[src/design/bmsi_pkg.sv]
// Shared types, constants and codes for the bitmap set with iterator.
`default_nettype none
package bmsi_pkg;

    localparam int ACTION_W      = 4;
    localparam int MEMBER_W      = 11;
    localparam int WIDX_W        = 4;
    localparam int VALUE_W       = 64;
    localparam int MOUT_W        = 10;
    localparam int WORDS_DEF     = 16;
    localparam int WORD_BITS_DEF = 64;

    typedef enum logic [ACTION_W-1:0] {
        ACT_INSERT  = 4'd0,
        ACT_REMOVE  = 4'd1,
        ACT_TEST    = 4'd2,
        ACT_CLEAR   = 4'd3,
        ACT_FILL    = 4'd4,
        ACT_OR      = 4'd5,
        ACT_AND     = 4'd6,
        ACT_ANDNOT  = 4'd7,
        ACT_RESTART = 4'd8,
        ACT_NEXT    = 4'd9,
        ACT_EMPTY   = 4'd10
    } action_t;

    typedef enum logic [3:0] {
        ST_INIT,
        ST_IDLE,
        ST_SPLIT,
        ST_FIX,
        ST_READ,
        ST_MODIFY,
        ST_SWEEP,
        ST_SCAN,
        ST_DONE
    } state_t;

    typedef struct packed {
        logic accept;
        logic init;
        logic split;
        logic fix;
        logic read;
        logic modify;
        logic sweep;
        logic scan;
        logic load_out;
    } ctrl_cmd_t;

    typedef struct packed {
        logic sweep_last;
        logic scan_end;
        logic out_free;
    } dp_status_t;

endpackage
`default_nettype wire

[src/design/bmsi_ram.sv]
// Generic single-port-write, single-port-read RAM with registered read data.
`default_nettype none
module bmsi_ram #(
    parameter int WIDTH = bmsi_pkg::WORD_BITS_DEF,
    parameter int DEPTH = bmsi_pkg::WORDS_DEF,
    parameter int AW    = (DEPTH > 1) ? $clog2(DEPTH) : 1
) (
    input  wire logic             clk,
    input  wire logic             we,
    input  wire logic [AW-1:0]    waddr,
    input  wire logic [WIDTH-1:0] wdata,
    input  wire logic [AW-1:0]    raddr,
    output logic      [WIDTH-1:0] rdata
);

    logic [WIDTH-1:0] mem [DEPTH];

    always_ff @(posedge clk)
    begin
        if (we)
        begin
            mem[waddr] <= wdata;
        end
        rdata <= mem[raddr];
    end

endmodule
`default_nettype wire

[src/design/bmsi_ctrl.sv]
// Controller state machine sequencing each item through the datapath.
`default_nettype none
module bmsi_ctrl (
    input  wire logic                       clk,
    input  wire logic                       rst_n,
    input  wire logic                       in_valid,
    input  wire logic [bmsi_pkg::ACTION_W-1:0] action,
    input  wire bmsi_pkg::dp_status_t       status,
    output logic                            in_ready,
    output bmsi_pkg::ctrl_cmd_t             cmd
);
    import bmsi_pkg::*;

    state_t  state_reg;
    state_t  state_next;
    action_t act;

    assign act = action_t'(action);

    always_ff @(posedge clk or negedge rst_n)
    begin
        if (!rst_n)
        begin
            state_reg <= ST_INIT;
        end
        else
        begin
            state_reg <= state_next;
        end
    end

    always_comb
    begin
        state_next = state_reg;
        unique case (state_reg)
            ST_INIT:
            begin
                if (status.sweep_last)
                begin
                    state_next = ST_IDLE;
                end
            end
            ST_IDLE:
            begin
                if (in_valid)
                begin
                    unique case (act)
                        ACT_INSERT, ACT_REMOVE, ACT_TEST,
                        ACT_OR, ACT_AND, ACT_ANDNOT: state_next = ST_SPLIT;
                        ACT_CLEAR, ACT_FILL:         state_next = ST_SWEEP;
                        ACT_NEXT, ACT_EMPTY:         state_next = ST_SCAN;
                        default:                     state_next = ST_DONE;
                    endcase
                end
            end
            ST_SPLIT:  state_next = ST_FIX;
            ST_FIX:    state_next = ST_READ;
            ST_READ:   state_next = ST_MODIFY;
            ST_MODIFY: state_next = ST_DONE;
            ST_SWEEP:
            begin
                if (status.sweep_last)
                begin
                    state_next = ST_DONE;
                end
            end
            ST_SCAN:
            begin
                if (status.scan_end)
                begin
                    state_next = ST_DONE;
                end
            end
            ST_DONE:
            begin
                if (status.out_free)
                begin
                    state_next = ST_IDLE;
                end
            end
            default:   state_next = ST_INIT;
        endcase
    end

    always_comb
    begin
        in_ready     = (state_reg == ST_IDLE);
        cmd          = '0;
        cmd.accept   = (state_reg == ST_IDLE) && in_valid;
        cmd.init     = (state_reg == ST_INIT);
        cmd.split    = (state_reg == ST_SPLIT);
        cmd.fix      = (state_reg == ST_FIX);
        cmd.read     = (state_reg == ST_READ);
        cmd.modify   = (state_reg == ST_MODIFY);
        cmd.sweep    = (state_reg == ST_SWEEP);
        cmd.scan     = (state_reg == ST_SCAN);
        cmd.load_out = (state_reg == ST_DONE) && status.out_free;
    end

`ifndef SYNTHESIS
    a_accept_leaves_idle: assert property (@(posedge clk) disable iff (!rst_n)
        cmd.accept |=> (state_reg != ST_IDLE))
        else $error("accepted item did not leave the idle state");
`endif

endmodule
`default_nettype wire

[src/design/bmsi_dp.sv]
// Datapath: bitmap memory, member split, word scanner, cursor and result register.
`default_nettype none
module bmsi_dp #(
    parameter int WORDS     = bmsi_pkg::WORDS_DEF,
    parameter int WORD_BITS = bmsi_pkg::WORD_BITS_DEF
) (
    input  wire logic                          clk,
    input  wire logic                          rst_n,
    input  wire bmsi_pkg::ctrl_cmd_t           cmd,
    output bmsi_pkg::dp_status_t               status,
    input  wire logic [bmsi_pkg::ACTION_W-1:0] action,
    input  wire logic [bmsi_pkg::MEMBER_W-1:0] member_index,
    input  wire logic [bmsi_pkg::WIDX_W-1:0]   word_index,
    input  wire logic [bmsi_pkg::VALUE_W-1:0]  word_value,
    input  wire logic                          out_ready,
    output logic                               out_valid,
    output logic                               hit,
    output logic                               found,
    output logic [bmsi_pkg::MOUT_W-1:0]        member_out,
    output logic                               done_res,
    output logic                               empty_res,
    output logic                               out_of_range
);
    import bmsi_pkg::*;

    localparam int CAP   = WORDS * WORD_BITS;
    localparam int AW    = (WORDS > 1) ? $clog2(WORDS) : 1;
    localparam int PW    = $clog2(WORDS + 1);
    localparam int BW    = $clog2(WORD_BITS);
    localparam int CW    = $clog2(CAP + 1);
    localparam int RK    = MEMBER_W + BW;
    localparam int RECIP = (1 << RK) / WORD_BITS;
    localparam int PRODW = MEMBER_W + RK;
    localparam int QW    = MEMBER_W + 1 - BW;

    // Item registers.
    action_t                action_reg;
    logic [MEMBER_W-1:0]    member_reg;
    logic [WIDX_W-1:0]      widx_reg;
    logic [WORD_BITS-1:0]   wval_reg;

    // Member split and addressing.
    logic [QW-1:0]          qest_reg, qest_next;
    logic [AW-1:0]          word_reg, word_next;
    logic [BW-1:0]          bit_reg, bit_next;
    logic                   addr_ok_reg, addr_ok_next;
    logic [PRODW-1:0]       prod;
    logic [MEMBER_W-1:0]    qmul;
    logic [MEMBER_W-1:0]    rem;
    logic                   rem_big;
    logic [QW-1:0]          q_fixed;
    logic                   is_point;

    // Cursor.
    logic [PW-1:0]          cur_word_reg, cur_word_next;
    logic [BW-1:0]          cur_bit_reg, cur_bit_next;
    logic [CW-1:0]          cur_base_reg, cur_base_next;

    // Scanner.
    logic [PW-1:0]          rd_ptr_reg, rd_ptr_next;
    logic [CW-1:0]          rd_base_reg, rd_base_next;
    logic [BW-1:0]          lo_first_reg, lo_first_next;
    logic                   pend_reg, pend_next;
    logic [PW-1:0]          chk_ptr_reg, chk_ptr_next;
    logic [CW-1:0]          chk_base_reg, chk_base_next;
    logic [BW-1:0]          chk_lo_reg, chk_lo_next;
    logic                   issue;
    logic                   hit_word;
    logic [WORD_BITS-1:0]   masked;
    logic [BW-1:0]          idx;
    logic [BW:0]            idx_inc;
    logic [CW-1:0]          found_lin;

    // Sweep pointer.
    logic [AW-1:0]          sweep_ptr_reg, sweep_ptr_next;

    // Pending result and output register.
    logic                   res_hit_reg, res_hit_next;
    logic                   res_found_reg, res_found_next;
    logic [MOUT_W-1:0]      res_member_reg, res_member_next;
    logic                   res_done_reg, res_done_next;
    logic                   res_empty_reg, res_empty_next;
    logic                   res_oor_reg, res_oor_next;
    logic                   out_valid_reg, out_valid_next;

    // Memory port.
    logic                   ram_we;
    logic [AW-1:0]          ram_waddr;
    logic [WORD_BITS-1:0]   ram_wdata;
    logic [AW-1:0]          ram_raddr;
    logic [WORD_BITS-1:0]   ram_rdata;
    logic [WORD_BITS-1:0]   new_word;
    logic                   mod_write;
    logic [WORD_BITS-1:0]   bit_one;

    bmsi_ram #(
        .WIDTH (WORD_BITS),
        .DEPTH (WORDS),
        .AW    (AW)
    ) u_ram (
        .clk   (clk),
        .we    (ram_we),
        .waddr (ram_waddr),
        .wdata (ram_wdata),
        .raddr (ram_raddr),
        .rdata (ram_rdata)
    );

    assign is_point = (action_reg == ACT_INSERT) || (action_reg == ACT_REMOVE) ||
                      (action_reg == ACT_TEST);

    // Member split by reciprocal multiply; the estimate is low by at most one.
    assign prod    = PRODW'(member_reg) * PRODW'(RECIP);
    assign qmul    = MEMBER_W'(qest_reg) * MEMBER_W'(WORD_BITS);
    assign rem     = member_reg - qmul;
    assign rem_big = (rem >= MEMBER_W'(WORD_BITS));
    assign q_fixed = rem_big ? (qest_reg + QW'(1)) : qest_reg;

    // Scanner: lowest set bit of the checked word at or above its lower bound.
    assign issue    = (rd_ptr_reg < PW'(WORDS));
    assign masked   = ram_rdata & ({WORD_BITS{1'b1}} << chk_lo_reg);
    assign hit_word = pend_reg && (|masked);
    assign idx_inc  = {1'b0, idx} + (BW+1)'(1);
    assign found_lin = chk_base_reg + CW'(idx);

    always_comb
    begin
        idx = '0;
        for (int i = WORD_BITS - 1; i >= 0; i--)
        begin
            if (masked[i])
            begin
                idx = BW'(i);
            end
        end
    end

    // Read-modify-write of one word.
    assign bit_one = WORD_BITS'(1) << bit_reg;

    always_comb
    begin
        new_word  = ram_rdata;
        mod_write = 1'b0;
        unique case (action_reg)
            ACT_INSERT:
            begin
                new_word  = ram_rdata | bit_one;
                mod_write = 1'b1;
            end
            ACT_REMOVE:
            begin
                new_word  = ram_rdata & ~bit_one;
                mod_write = 1'b1;
            end
            ACT_OR:
            begin
                new_word  = ram_rdata | wval_reg;
                mod_write = 1'b1;
            end
            ACT_AND:
            begin
                new_word  = ram_rdata & wval_reg;
                mod_write = 1'b1;
            end
            ACT_ANDNOT:
            begin
                new_word  = ram_rdata & ~wval_reg;
                mod_write = 1'b1;
            end
            default:
            begin
                new_word  = ram_rdata;
                mod_write = 1'b0;
            end
        endcase
    end

    always_comb
    begin
        ram_we    = 1'b0;
        ram_waddr = word_reg;
        ram_wdata = new_word;
        if (cmd.init || cmd.sweep)
        begin
            ram_we    = 1'b1;
            ram_waddr = sweep_ptr_reg;
            ram_wdata = (cmd.sweep && (action_reg == ACT_FILL)) ? {WORD_BITS{1'b1}} : '0;
        end
        else if (cmd.modify)
        begin
            ram_we = mod_write && addr_ok_reg;
        end
        ram_raddr = cmd.read ? word_reg : rd_ptr_reg[AW-1:0];
    end

    assign status.sweep_last = (sweep_ptr_reg == AW'(WORDS - 1));
    assign status.scan_end   = hit_word || !issue;
    assign status.out_free   = !out_valid_reg || out_ready;

    always_comb
    begin
        qest_next       = qest_reg;
        word_next       = word_reg;
        bit_next        = bit_reg;
        addr_ok_next    = addr_ok_reg;
        cur_word_next   = cur_word_reg;
        cur_bit_next    = cur_bit_reg;
        cur_base_next   = cur_base_reg;
        rd_ptr_next     = rd_ptr_reg;
        rd_base_next    = rd_base_reg;
        lo_first_next   = lo_first_reg;
        pend_next       = pend_reg;
        chk_ptr_next    = chk_ptr_reg;
        chk_base_next   = chk_base_reg;
        chk_lo_next     = chk_lo_reg;
        sweep_ptr_next  = sweep_ptr_reg;
        res_hit_next    = res_hit_reg;
        res_found_next  = res_found_reg;
        res_member_next = res_member_reg;
        res_done_next   = res_done_reg;
        res_empty_next  = res_empty_reg;
        res_oor_next    = res_oor_reg;
        out_valid_next  = out_valid_reg;

        if (cmd.accept)
        begin
            res_hit_next    = 1'b0;
            res_found_next  = 1'b0;
            res_member_next = '0;
            res_done_next   = 1'b0;
            res_empty_next  = 1'b0;
            res_oor_next    = 1'b0;
            pend_next       = 1'b0;
            sweep_ptr_next  = '0;
            if (action_t'(action) == ACT_NEXT)
            begin
                rd_ptr_next   = cur_word_reg;
                rd_base_next  = cur_base_reg;
                lo_first_next = cur_bit_reg;
            end
            else
            begin
                rd_ptr_next   = '0;
                rd_base_next  = '0;
                lo_first_next = '0;
            end
            if (action_t'(action) == ACT_RESTART)
            begin
                cur_word_next = '0;
                cur_bit_next  = '0;
                cur_base_next = '0;
            end
        end

        if (cmd.split)
        begin
            qest_next = QW'(prod >> RK);
        end

        if (cmd.fix)
        begin
            if (is_point)
            begin
                word_next    = AW'(q_fixed);
                bit_next     = rem_big ? BW'(rem - MEMBER_W'(WORD_BITS)) : BW'(rem);
                addr_ok_next = (32'(member_reg) < 32'(CAP));
            end
            else
            begin
                word_next    = AW'(32'(widx_reg));
                bit_next     = '0;
                addr_ok_next = (32'(widx_reg) < 32'(WORDS));
            end
        end

        if (cmd.modify)
        begin
            res_hit_next = (action_reg == ACT_TEST) && addr_ok_reg && ram_rdata[bit_reg];
            res_oor_next = (action_reg == ACT_INSERT) && !addr_ok_reg;
        end

        if (cmd.init || cmd.sweep)
        begin
            sweep_ptr_next = status.sweep_last ? '0 : (sweep_ptr_reg + AW'(1));
        end

        if (cmd.scan)
        begin
            if (status.scan_end)
            begin
                pend_next = 1'b0;
                if (action_reg == ACT_NEXT)
                begin
                    res_found_next  = hit_word;
                    res_done_next   = !hit_word;
                    res_member_next = hit_word ? MOUT_W'(found_lin) : '0;
                    if (hit_word)
                    begin
                        if (idx_inc == (BW+1)'(WORD_BITS))
                        begin
                            cur_word_next = chk_ptr_reg + PW'(1);
                            cur_bit_next  = '0;
                            cur_base_next = chk_base_reg + CW'(WORD_BITS);
                        end
                        else
                        begin
                            cur_word_next = chk_ptr_reg;
                            cur_bit_next  = idx_inc[BW-1:0];
                            cur_base_next = chk_base_reg;
                        end
                    end
                    else
                    begin
                        cur_word_next = PW'(WORDS);
                        cur_bit_next  = '0;
                        cur_base_next = CW'(CAP);
                    end
                end
                else
                begin
                    res_empty_next = !hit_word;
                end
            end
            else
            begin
                pend_next     = 1'b1;
                chk_ptr_next  = rd_ptr_reg;
                chk_base_next = rd_base_reg;
                chk_lo_next   = lo_first_reg;
                lo_first_next = '0;
                rd_ptr_next   = rd_ptr_reg + PW'(1);
                rd_base_next  = rd_base_reg + CW'(WORD_BITS);
            end
        end

        if (cmd.load_out)
        begin
            out_valid_next = 1'b1;
        end
        else if (out_ready)
        begin
            out_valid_next = 1'b0;
        end
    end

    always_ff @(posedge clk or negedge rst_n)
    begin
        if (!rst_n)
        begin
            cur_word_reg  <= '0;
            cur_bit_reg   <= '0;
            cur_base_reg  <= '0;
            pend_reg      <= 1'b0;
            sweep_ptr_reg <= '0;
            out_valid_reg <= 1'b0;
            rd_ptr_reg    <= '0;
            rd_base_reg   <= '0;
            lo_first_reg  <= '0;
        end
        else
        begin
            cur_word_reg  <= cur_word_next;
            cur_bit_reg   <= cur_bit_next;
            cur_base_reg  <= cur_base_next;
            pend_reg      <= pend_next;
            sweep_ptr_reg <= sweep_ptr_next;
            out_valid_reg <= out_valid_next;
            rd_ptr_reg    <= rd_ptr_next;
            rd_base_reg   <= rd_base_next;
            lo_first_reg  <= lo_first_next;
        end
    end

    always_ff @(posedge clk)
    begin
        if (cmd.accept)
        begin
            action_reg <= action_t'(action);
            member_reg <= member_index;
            widx_reg   <= word_index;
            wval_reg   <= word_value[WORD_BITS-1:0];
        end
        qest_reg       <= qest_next;
        word_reg       <= word_next;
        bit_reg        <= bit_next;
        addr_ok_reg    <= addr_ok_next;
        chk_ptr_reg    <= chk_ptr_next;
        chk_base_reg   <= chk_base_next;
        chk_lo_reg     <= chk_lo_next;
        res_hit_reg    <= res_hit_next;
        res_found_reg  <= res_found_next;
        res_member_reg <= res_member_next;
        res_done_reg   <= res_done_next;
        res_empty_reg  <= res_empty_next;
        res_oor_reg    <= res_oor_next;
        if (cmd.load_out)
        begin
            hit          <= res_hit_reg;
            found        <= res_found_reg;
            member_out   <= res_member_reg;
            done_res     <= res_done_reg;
            empty_res    <= res_empty_reg;
            out_of_range <= res_oor_reg;
        end
    end

    assign out_valid = out_valid_reg;

`ifndef SYNTHESIS
    a_cursor_base: assert property (@(posedge clk) disable iff (!rst_n)
        cur_base_reg == CW'(cur_word_reg * WORD_BITS))
        else $error("cursor base does not match cursor word");
    a_cursor_end: assert property (@(posedge clk) disable iff (!rst_n)
        (cur_word_reg == PW'(WORDS)) |-> (cur_bit_reg == '0))
        else $error("exhausted cursor has a non-zero bit offset");
    a_no_write_in_scan: assert property (@(posedge clk) disable iff (!rst_n)
        cmd.scan |-> !ram_we)
        else $error("bitmap written while scanning");
    a_result_shown: assert property (@(posedge clk) disable iff (!rst_n)
        cmd.load_out |=> (out_valid_reg && !(found && done_res)))
        else $error("loaded result not shown or found and done both set");
`endif

endmodule
`default_nettype wire

[src/design/bitmap_set_with_iterator_unit.sv]
// Top level of the bitmap set with a forward iterator.
`default_nettype none
// A fixed-capacity bitmap set of WORDS words of WORD_BITS bits each, member m
// being bit m mod WORD_BITS of word m div WORD_BITS, kept in a single RAM with a
// registered read port. Each item carries one action and produces exactly one
// result item. Items are handled one at a time, but the next item is accepted
// while the previous result still waits in the output register. Restart and the
// unused action codes go straight to the result state; insert, remove, test and
// the three word combines pass through member split by reciprocal multiply and
// correction, RAM read, then write-back; clear and fill have the RAM write port
// sweep one word a cycle; next and the empty query have the scanner read one
// word a cycle from the RAM read port, and it stops at the first word holding
// a qualifying bit. After reset the block zeroes the RAM before it accepts its
// first item. A result wider than the member output keeps only the low ten bits
// of the member found.
module bitmap_set_with_iterator_unit #(
    parameter int WORDS     = bmsi_pkg::WORDS_DEF,
    parameter int WORD_BITS = bmsi_pkg::WORD_BITS_DEF
) (
    input  wire logic                          clk,
    input  wire logic                          rst_n,
    input  wire logic                          in_valid,
    output logic                               in_ready,
    input  wire logic [bmsi_pkg::ACTION_W-1:0] action,
    input  wire logic [bmsi_pkg::MEMBER_W-1:0] member_index,
    input  wire logic [bmsi_pkg::WIDX_W-1:0]   word_index,
    input  wire logic [bmsi_pkg::VALUE_W-1:0]  word_value,
    output logic                               out_valid,
    input  wire logic                          out_ready,
    output logic                               hit,
    output logic                               found,
    output logic [bmsi_pkg::MOUT_W-1:0]        member_out,
    output logic                               done_res,
    output logic                               empty_res,
    output logic                               out_of_range
);
    import bmsi_pkg::*;

    // Commands from the controller and status back from the datapath.
    ctrl_cmd_t  cmd;
    dp_status_t status;

    // The controller decodes the action on the accepting edge and walks the
    // item through split, fix, read, modify, sweep or scan states.
    bmsi_ctrl u_ctrl (
        .clk      (clk),
        .rst_n    (rst_n),
        .in_valid (in_valid),
        .action   (action),
        .status   (status),
        .in_ready (in_ready),
        .cmd      (cmd)
    );

    // The datapath holds the bitmap RAM, the iterator cursor, the scanner
    // and the output register.
    bmsi_dp #(
        .WORDS     (WORDS),
        .WORD_BITS (WORD_BITS)
    ) u_dp (
        .clk          (clk),
        .rst_n        (rst_n),
        .cmd          (cmd),
        .status       (status),
        .action       (action),
        .member_index (member_index),
        .word_index   (word_index),
        .word_value   (word_value),
        .out_ready    (out_ready),
        .out_valid    (out_valid),
        .hit          (hit),
        .found        (found),
        .member_out   (member_out),
        .done_res     (done_res),
        .empty_res    (empty_res),
        .out_of_range (out_of_range)
    );

endmodule
`default_nettype wire
[config.mk]
export PLATFORM = sky130hd
export DESIGN_NAME = bitmap_set_with_iterator_unit
export DESIGN_NICKNAME = d
export VERILOG_FILES = /design/src/design/bmsi_pkg.sv /design/src/design/bmsi_ram.sv /design/src/design/bmsi_ctrl.sv /design/src/design/bmsi_dp.sv /design/src/design/bitmap_set_with_iterator_unit.sv
export SDC_FILE = /design/constraint.sdc
export NUM_CORES = 2
export LEC_CHECK = 0
export BUFFER_PORTS_ARGS = -buffer_cell sky130_fd_sc_hd__buf_2
export CORE_MARGIN = 3
export CORE_UTILIZATION = 40
export DETAILED_ROUTE_END_ITERATION = 12
export GPL_TIMING_DRIVEN = 1
export PLACE_DENSITY = 0.53
export SYNTH_ARGS = -nofsm -noshare
export SYNTH_HDL_FRONTEND = slang
export SYNTH_SLANG_ARGS = --single-unit
export TNS_END_PERCENT = 20
[constraint.sdc]
create_clock -name clk -period 5.8 [get_ports clk]
set_input_delay 1.45 -clock clk [delete_from_list [all_inputs] [get_ports clk]]
set_output_delay 1.45 -clock clk [all_outputs]
set_load 0.02 [all_outputs]
==> metrics.md <==
| Metric | Value |
|---|---|
| IO buf count | `slightly above 100` |
| Fill cell total of the finished layout | `11500` |
| Slew @ Worst Pin | `1.27 ns` |
| Net switching share of the total power | `0.337` |
| Arrival time at the worst endpoint | `roughly 6 ns` |
| Synth Net Count | `between 3000 and 4000` |
| Share of total power in sequential cells | `0.426` |
| Initial Utilization | `0.406` |
| Clock root buffer master | `sky130_fd_sc_hd__clkbuf_16` |
| Distinct cell type count after synthesis | `97` |
| Category of the worst setup path capture point | `flop` |
| Total die area | `139000 µm²` |
| Commonest non-fill, non-tap cell in the layout | `sky130_fd_sc_hd__edfxtp_1` |
| Routed wire per std cell | `around 30 µm` |
| Maximum fanout along the worst path | `12` |
| PwrDens | `541 nW/µm²` |
| Final slew viol count | `0` |
| H-Tree Depth | `4` |
| Post-Route Skew | `roughly 0.043 ns` |
| Vias in the first global route | `31800` |
| Hold depth | `0` |
| Count of flip-flops with a built-in enable after synthesis | `1161` |
| Area post-placement | `57400 µm²` |
| Unrepaired setup endpoints after global routing | `false` |
| Post-route cell area | `62000 µm²` |
| Estimated wirelength of the detail-placed design | `about 96 mm` |
| Aggregate negative setup slack | `0 ns` |
| Slack of the critical path | `about 0.28 ns` |
| Layout Area Growth over Synthesis | `15.2%` |
| Clock tree from TritonCTS | `yes` |
| DRC marker count from the first detailed-route iteration | `3068` |
| Placed Instances | `5088` |
| Number of max-cap violations | `0` |
| Average cell area after synthesis | `16.4 µm²` |
| Class of the tightest hold or removal check | `flop to flop` |
| Normalized max-slew margin | `0.148` |
| Clock latency of the later-clocked register in the worst-skew pair | `0.78 ns` |
| Number of design rule violations left after detail routing | `0` |
| Run status | `finished clean` |
| Clk pwr share | `0.263` |
| Final setup vio count | `0` |
| Final period demand of the worst path | `~5.5 ns` |
| Overall die width | `roughly 370 µm` |
| Number of flip-flops in the largest register | `1024` |
| Post-route non-filler standard cell count | `around 5300` |
| Internal power of the cells | `around 22 mW` |
| Total length of routed wires | `between 150 and 200 mm` |
| Vias | `31700` |
| Required time of the critical path | `6.37 ns` |
| Overall Global Routing Usage | `0.228` |
| Layout cells sized above 1 | `0.226` |
| Avg Vias per Cell | `5.92` |
| Last weighted congestion value of the routability-driven placer | `0.886` |
| Fin util | `0.468` |
| Clock Tree Buf Depth | `3` |
| Number of cells on the worst reg-to-reg path | `15` |
| Residual antenna-violating net count after detailed routing | `0` |
| Total count of hold-check failures in the final report | `0` |
| Period Utilization, post-route | `0.952` |
| Number of buffers inserted during clock tree synthesis | `140` |
| Maximum number of pins on one net before global-route repair | `approximately 100` |
| Nets | `3584` |
| Sequential cell area fraction in the yosys report | `0.701` |
| Highest-count cells in the layout ignoring fill and taps | `1161 x sky130_fd_sc_hd__edfxtp_1, 277 x sky130_fd_sc_hd__mux4_2, 262 x sky130_fd_sc_hd__nand2_1, 162 x sky130_fd_sc_hd__o21ai_0, 143 x sky130_fd_sc_hd__clkbuf_16` |
| Register bit count reported by yosys | `~1300` |
| Static power due to leakage | `approximately 21 nW` |
| Share of flip-flops with an asynchronous set or reset after synthesis | `0.0403` |
| CORE AREA | `132000 µm²` |
| Combinational cell fraction of total power | `0.311` |
| I/O pins | `about 100` |
| First-pass GRT wire length | `~230 mm` |
| Cell count after synthesis | `roughly 3300` |
| Number of antenna violations at the first check in global routing | `9` |
| Floorplan die height | `373 µm` |
| Peak VDD IR | `about 340 µV` |
| # clock sinks | `1290` |
| Switching power | `11.3 mW` |
| Total of warnings raised by yosys | `0` |
| Congestion Overflow GR | `0` |
| Synthesized area | `53800 µm²` |
| Placement row count | `133` |
| Kind of critical path | `flop to flop` |
| Primary flip-flop cell chosen by synthesis mapping | `sky130_fd_sc_hd__edfxtp_1` |
| Achievable Freq | `181 MHz` |
| Length of the first detailed-routing pass in iterations | `5` |
| Worst setup timing slack at the placement stage | `between 0.4 and 0.5 ns` |
| Worst Setup Start Kind | `flop` |
| Clock transition at path regs | `0.06 ns` |
## metrics by stage
| step | hold WS, ns | power (mW) |
|---|---|---|
| final | 0.427 | 33.6 |
| after detailed placement | 0.419 | 24.9 |
| after CTS | 0.430 | 33.9 |
| after floorplan | 0.400 | 20.5 |
| after global placement | 0.413 | 24.7 |
| after global routing | 0.436 | 35.1 |
## final timing paths
check,slack (ns),to,start
max in group asynchronous,4.46,u_dp.cur_bit_reg[3],rst_n
min reg2reg,0.43,u_dp.chk_base_reg[0],u_dp.rd_base_reg[0]
min in group asynchronous,0.82,u_dp.cur_base_reg[5],rst_n
min,0.43,u_dp.chk_base_reg[0],u_dp.rd_base_reg[0]
max,0.28,u_dp.cur_word_reg[4],u_dp.chk_lo_reg[3]
max reg2reg,0.28,u_dp.cur_word_reg[4],u_dp.chk_lo_reg[3]
## timing repair
item                       CTS  global route
hold buffers                 0             0
buffers inserted             0             0
resized for setup            0             2
setup endpoints to repair    0             2
## synth_stat cells (all sizes together) (29+ instances only)
master  count  share of area
a21oi     126          0.012
nor2b      49         0.0057
a31oi      76         0.0088
buf        73         0.0071
o221ai     39         0.0063
nand3      48         0.0050
o21ai     176          0.016
a21o       41         0.0057
mux4      277           0.12
dfrtp      52          0.024
edfxtp   1161           0.65
nor3       29         0.0031
dfxtp      77          0.029
a211oi     75          0.010
nand2     265          0.019
xor2       41         0.0067
inv        36         0.0025
clkbuf    135         0.0094
and2       80         0.0093
nor2      136         0.0095
## routing by layer
metal | track usage | share of wire | routed length (µm) | up-vias
met3 | 0.0451 | 0.071 | 11400 | 233
met4 | 0.0756 | 0.030 | 4850 | 4
met1 | 0.332 | 0.45 | 71300 | 16700
li1 | - | - | - | 13500
met2 | 0.345 | 0.45 | 72300 | 1220
met5 | 0 | 0.00017 | 27 | -
## layout make-up
| class | count | area (µm²) | share of cell area |
|---|---|---|---|
| well taps | 1755 | 2200 | 0.0354 |
| repair buffers | 264 | 2040 | 0.0329 |
| clock buffers | 195 | 3880 | 0.0627 |
| multi-input cells | 1743 | 15300 | 0.247 |
| diodes | 2 | 5.00 | 0.0000807 |
| inverters | 36 | 138 | 0.00222 |
| clock inverters | 61 | 718 | 0.0116 |
| flip-flops and latches | 1290 | 37700 | 0.608 |
## critical path, stage by stage, from the launching register on
cell                        delay (ns)
sky130_fd_sc_hd__edfxtp_1         0.79
sky130_fd_sc_hd__nand2_2          0.28
sky130_fd_sc_hd__o21ai_0          0.56
sky130_fd_sc_hd__a21oi_1          0.24
sky130_fd_sc_hd__a211oi_1         0.36
sky130_fd_sc_hd__nand3b_1         0.19
sky130_fd_sc_hd__a211oi_1         0.51
sky130_fd_sc_hd__o32ai_4          0.28
sky130_fd_sc_hd__a21boi_0         0.51
sky130_fd_sc_hd__ha_1             0.25
sky130_fd_sc_hd__inv_1            0.06
sky130_fd_sc_hd__nor4b_2          0.29
sky130_fd_sc_hd__o2111ai_2        0.29
sky130_fd_sc_hd__nor3_4           0.39
sky130_fd_sc_hd__a31o_2           0.22
sky130_fd_sc_hd__a31oi_1          0.08
## cells by family after synthesis
group,count (synthesis),synth area share
multiplexers,285,0.117
AO/OA/AOI/OAI,671,0.0833
XOR/XNOR,57,0.00928
buffers and inverters,244,0.0190
flip-flops,1290,0.701
AND/OR/NAND/NOR,704,0.0642
adder cells (fa/ha/maj),26,0.00616
## power groups by stage
| stage | clock network, mW | logic [mW] | registers [mW] |
|---|---|---|---|
| after global placement | 0 | 10.3 | 14.4 |
| after CTS | 9.06 | 10.5 | 14.3 |
| after detailed placement | 0 | 10.5 | 14.4 |
| after global routing | 9.45 | 11.3 | 14.4 |
| after floorplan | 0 | 6.65 | 13.9 |
| final | 8.83 | 10.4 | 14.3 |
(Power assumes the default switching activity.)
